**src/rtl/imconv_pkg.sv**
```systemverilog
// Shared types and constants of the image convolution block.
`timescale 1ns / 1ps
`default_nettype none

package imconv_pkg;

  typedef enum logic [1:0] {
    CMD_LOAD  = 2'd0,
    CMD_PIXEL = 2'd1,
    CMD_DRAIN = 2'd2,
    CMD_NONE  = 2'd3
  } cmd_t;

  localparam logic [1:0] REG_WIDTH  = 2'd0;
  localparam logic [1:0] REG_HEIGHT = 2'd1;
  localparam logic [1:0] REG_KROWS  = 2'd2;
  localparam logic [1:0] REG_KCOLS  = 2'd3;

  localparam int CFG_BITS     = 13;
  localparam int IDX_BITS     = 2;
  localparam int WIDTH_BITS   = 11;
  localparam int HEIGHT_BITS  = 13;
  localparam int KSIZE_BITS   = 3;
  localparam int PIX_BITS     = 8;
  localparam int CIDX_BITS    = 5;
  localparam int ROW_OUT_BITS = 12;
  localparam int COL_OUT_BITS = 10;
  localparam int MAX_HEIGHT   = 4096;
  localparam int ROUND_HALF   = 128;
  localparam int FRAC_BITS    = 8;
  localparam int PIX_MAX      = 255;

  // Control that every window cell sees in a cycle.
  typedef struct packed {
    logic shift;
    logic clear;
    logic insert;
  } cell_ctrl_t;

endpackage

`default_nettype wire

```
**src/rtl/imconv_cell.sv**
```systemverilog
// One window column cell: pixel column, its products and its column sum.
`timescale 1ns / 1ps
`default_nettype none

module imconv_cell #(
  parameter int MAX_KERNEL = 5,
  parameter int COEF_BITS  = 16,
  parameter int CSW        = 28
) (
  input  wire logic                                                clk,
  input  wire logic                                                en,
  input  wire imconv_pkg::cell_ctrl_t                              ctrl,
  input  wire logic [MAX_KERNEL-1:0][imconv_pkg::PIX_BITS-1:0]     neigh_in,
  input  wire logic [MAX_KERNEL-1:0][imconv_pkg::PIX_BITS-1:0]     new_col,
  input  wire logic [MAX_KERNEL-1:0][COEF_BITS-1:0]                coef,
  output logic      [MAX_KERNEL-1:0][imconv_pkg::PIX_BITS-1:0]     pix,
  output logic signed [CSW-1:0]                                    col_sum
);

  localparam int PW = COEF_BITS + imconv_pkg::PIX_BITS + 1;

  logic signed [PW-1:0]  prod [MAX_KERNEL];
  logic signed [CSW-1:0] acc;

  always_comb begin
    acc = '0;
    for (int i = 0; i < MAX_KERNEL; i++) begin
      acc = acc + CSW'(prod[i]);
    end
  end

  always_ff @(posedge clk) begin
    if (en) begin
      for (int i = 0; i < MAX_KERNEL; i++) begin
        if (ctrl.shift) begin
          if (ctrl.insert) begin
            pix[i] <= new_col[i];
          end else if (ctrl.clear) begin
            pix[i] <= '0;
          end else begin
            pix[i] <= neigh_in[i];
          end
        end
        prod[i] <= $signed({1'b0, pix[i]}) * $signed(coef[i]);
      end
      col_sum <= acc;
    end
  end

endmodule

`default_nettype wire

```
**config.mk**
```make
export PLATFORM = sky130hd
export DESIGN_NAME = imconv_cell
export DESIGN_NICKNAME = d
export VERILOG_FILES = /design/src/rtl/imconv_pkg.sv /design/src/rtl/imconv_cell.sv
export SDC_FILE = /design/constraint.sdc
export NUM_CORES = 2
export LEC_CHECK = 0
export BUFFER_PORTS_ARGS = -buffer_cell sky130_fd_sc_hd__buf_2
export CAP_MARGIN = 20
export CORE_ASPECT_RATIO = 0.9
export CORE_MARGIN = 2
export CORE_UTILIZATION = 64
export DETAILED_ROUTE_END_ITERATION = 7
export PLACE_DENSITY = 0.92
export SLEW_MARGIN = 5
export SYNTH_ARGS = -nofsm -noshare
export SYNTH_HDL_FRONTEND = slang
export SYNTH_SLANG_ARGS = --single-unit
```
**constraint.sdc**
```tcl
create_clock -name clk -period 6.2 [get_ports clk]
set_input_delay 1.24 -clock clk [delete_from_list [all_inputs] [get_ports clk]]
set_output_delay 1.24 -clock clk [all_outputs]
set_load 0.02 [all_outputs]
```
Word-level counts from Yosys, hierarchy flattened
Memory sizes are Yosys's and may differ from the RTL's.
Cells that the tools add are included.
{"block": "classes", "n_mux": 12, "reduce_logical": 1, "n_addsub": 4, "n_mul": 5}
{"operator": "$mul A9 B16 Y25", "n": 5}
{"operator": "$mux W8", "n": 10}
{"operator": "$add A27 B25 Y28", "n": 1}
{"operator": "$add A28 B25 Y28", "n": 1}
{"operator": "$add A26 B25 Y27", "n": 1}
{"operator": "$add A25 B25 Y26", "n": 1}
{"operator": "$mux W1", "n": 2}
{"operator": "$reduce_and A2 Y1", "n": 1}
{"block": "totals", "regBits": 68, "mem_count": 1, "input_bits": 165, "mem_bits_rw": 125, "out_inout_bits": 68}
{"memory": "prod", "depth": 5, "word_bits": 25, "read_ports": 5, "rd_clocked_by_memory_dff": 0, "write_ports": 5, "line": "imconv_cell.sv:22", "source": "logic signed [PW-1:0] prod [MAX_KERNEL];"}

Longest topological paths before layout
{"block": "depth", "ltp_word": 4, "mapped_depth": 19}

Worst setup path after synthesis
OpenSTA, ideal clock, no wires.
{"block": "synth_timing", "kind": "input port to flip-flop", "start": "input coef[31] in the netlist's numbering", "end": "memory prod[0][48] in the netlist's numbering (data pin)", "path_buffers": 1, "stages": 17, "arrival_ns": 5.268, "t_required_ns": 5.934, "setup_ns": 0.266, "path_slack_ns": 0.666, "cell_sequence": "clkbuf_1 > nand2_1 > fa_1 > fa_1 > inv_1 > fa_1 > inv_1 > fa_1 > inv_1 > ha_1 > and4_1 > nand2_1 > a2bb2oi_1 > o21ai_0 > o31ai_1 > mux2i_1 > o211ai_1"}
{"element": "from (decl)", "line": "imconv_cell.sv:15", "source": "input wire logic [MAX_KERNEL-1:0][COEF_BITS-1:0] coef,"}
{"element": "to (decl)", "line": "imconv_cell.sv:22"}

==> results.ini <==
[sta]
worst_slew_pin_slew_ns = 0.889
drv_slew = 0
setup_viol = 0
fin_tns_setup_ns = 0
rsz0062_at_grt = false
slew_headroom_pct = 40.7
hold_viol_final = 0
fin_crit_ns = 5.57
min_period_over_period_pct = 89.8
timing.fmax_mhz = 180
fin_skew_ns = 0.0251

[yosys]
yosys-top-cells-count = 912 x inv_1, 587 x fa_1, 364 x and2_1
synthFlopType = edfxtp_1
yosysMostFrequentCell = inv_1
synth_top_area_share_pct = 36.0
syn_area_um2 = 32700
synthTopCellsByArea = fa_1 36%, edfxtp_1 18%, ha_1 11%, inv_1 10%, and2_1 7.0%
synth.net_count = 4403
ys_seq_area_share_pct = 17.7
ys_types = 68
ys_seq_elements = 193
synth.avg_cell_area_um2 = 9.68
async_reset_ff_share_pct = 0
yosys.area.top_type = fa_1
synth_warnings = 0
synth_edf_count = 193
syn_inst = 3373

[clock_network]
cts.path.max_buffers = 2
tritoncts = done
cts.sinks = 193
numCtsBuffers = 17
holdBufCountCts = 0
htree_levels = 4
clk_pin_slew_worst_paths_ns = 0.08
postCtsSetupBuffers = 0
ctsResizeCount = 0
clockRootBuffer = clkbuf_16
clock_latency_ns = 0.51

[drt]
drtPass1Iterations = 6
wl_um = 74600
antenna_left = 0
viasPerCell = 5.58
drt_iter0_markers = 1807
via_count = 23725
avgRoutedWirePerCell_um = 17.5
remaining_drc_errors = 0

[global_route]
grt_max_degree = 83
antenna_found_initial = 2
grt_pass1_vias = 25170
grt-ovfl-total = 0
track_usage_pct = 30.0
grt_pass1_wl_um = 126000

[critical_path]
endpoint_kind = flip-flop
reg2reg_from = pix[8]
reg2reg_to = prod[0][48]
endpoint = prod[0][48]
cp-start-kind = input pin
reg2reg_slack_ns = 0.70
crit_path_max_fanout = 8
path_class = input pin to flip-flop
crit_required_ns = 6.44
r2r_cells = 16
startpoint = coef[28]
crit_arrival_ns = 5.81

[die]
dieArea_um2 = 52900
start_util_pct = 64.7
placementRows = 78
num_io_pins = 233
core-area_um2 = 50500
die_width_um = 242
die_y_um = 218

[flow_run]
cap_viol_max_count = 0

[min_path]
hold_path_class = flip-flop to flip-flop
min_path_cells = 1

[place]
place_congestion = 0.897
dp_hpwl_um = 60500
numPortBuffers = 232

[layout]
nNetsFinal = 4588
layout-drive-gt1-share_pct = 8.23
num-fill-cells = 3517
area_growth_pct = 7.38

[status]
run_status = finished clean

==> worst min path at each step <==
stage / endpoint / startpoint
after floorplan: col_sum[0] / prod[0][100]
after global placement: col_sum[0] / prod[0][100]
after detailed placement: col_sum[0] / prod[0][100]
after CTS: col_sum[0] / prod[0][100]
after global routing: col_sum[0] / prod[0][100]
final: col_sum[0] / prod[0][100]
==> area by class of cell <==
class	instances	area (um2)	area share [%]
Multi-Input combinational cell	2198	23200	66.1
Sequential cell	193	5800	16.5
Inverter	912	3420	9.76
Timing Repair Buffer	236	1200	3.41
Tap cell	680	851	2.43
Clock buffer	17	425	1.21
Clock inverter	15	186	0.531
Antenna cell	2	5.00	0.0143
==> layout by cell type (no fill, tap or decap), drive strengths merged, types with 11 or more instances in the layout <==
cell    count
nand3      19
and2      364
buf       236
o21ai      63
a21o       54
edfxtp    193
nand2b     14
nand2     336
fa        587
nor2       42
xnor2      91
inv       917
a211oi     14
ha        278
o211ai     11
clkbuf     17
a31oi      14
xor2       40
a22o       39
a21oi     103
==> metal layers <==
metal  routed length, um  vias up  part of all wire, %  global-route usage, %
li1                    -    10648                    -                      -
met5                   0        -                    0                      0
met2               36500     1056                   49                   50.1
met1               29300    11863                   39                   39.5
met4                2210        0                  3.0                   10.0
met3                6550      158                  8.8                   6.32
==> critical path, cell delays in order <==
cell and delay (ns):
buf_2 0.17, nand2_1 0.10, fa_1 0.56, inv_1 0.05, fa_1 0.48, fa_1 0.59, inv_1 0.06, fa_1 0.48
inv_1 0.04, ha_1 0.34, and3_1 0.23, a221oi_1 0.32, a2bb2oi_1 0.21, o21ai_0 0.17, o31ai_1 0.37, mux2i_1 0.27
o211ai_1 0.12
==> logic make-up after synthesis <==
kind of cell / synth area share (%)
XOR/XNOR: 3.51
multiplexers: 0.153
buffers and inverters: 11.3
AND/OR/NAND/NOR: 13.0
AO/OA/AOI/OAI: 7.65
flip-flops: 17.7
adder cells (fa/ha/maj): 46.6
==> state kept, by name, summed over array words and instances, names as in the netlist <==
name     count
prod       125
col_sum     28
pix         40
==> per-stage QoR <==
step                      hold WS, ns  instances  instance area [um2]  utilization, %  setup slack, ns
after floorplan                 0.526       3373                32700               -            0.666
after detailed placement        0.587       4219                34500            68.3            0.196
after CTS                       0.608       4251                35100            69.5            0.721
after global routing            0.616       4253                35100            69.5            0.432
after global placement          0.570       4219                34500            68.3            0.350
final                           0.584       4253                35100            69.5            0.630
Power is not shown: default switching activity piles up to over one toggle a cycle in this logic, so the estimate is an artifact.
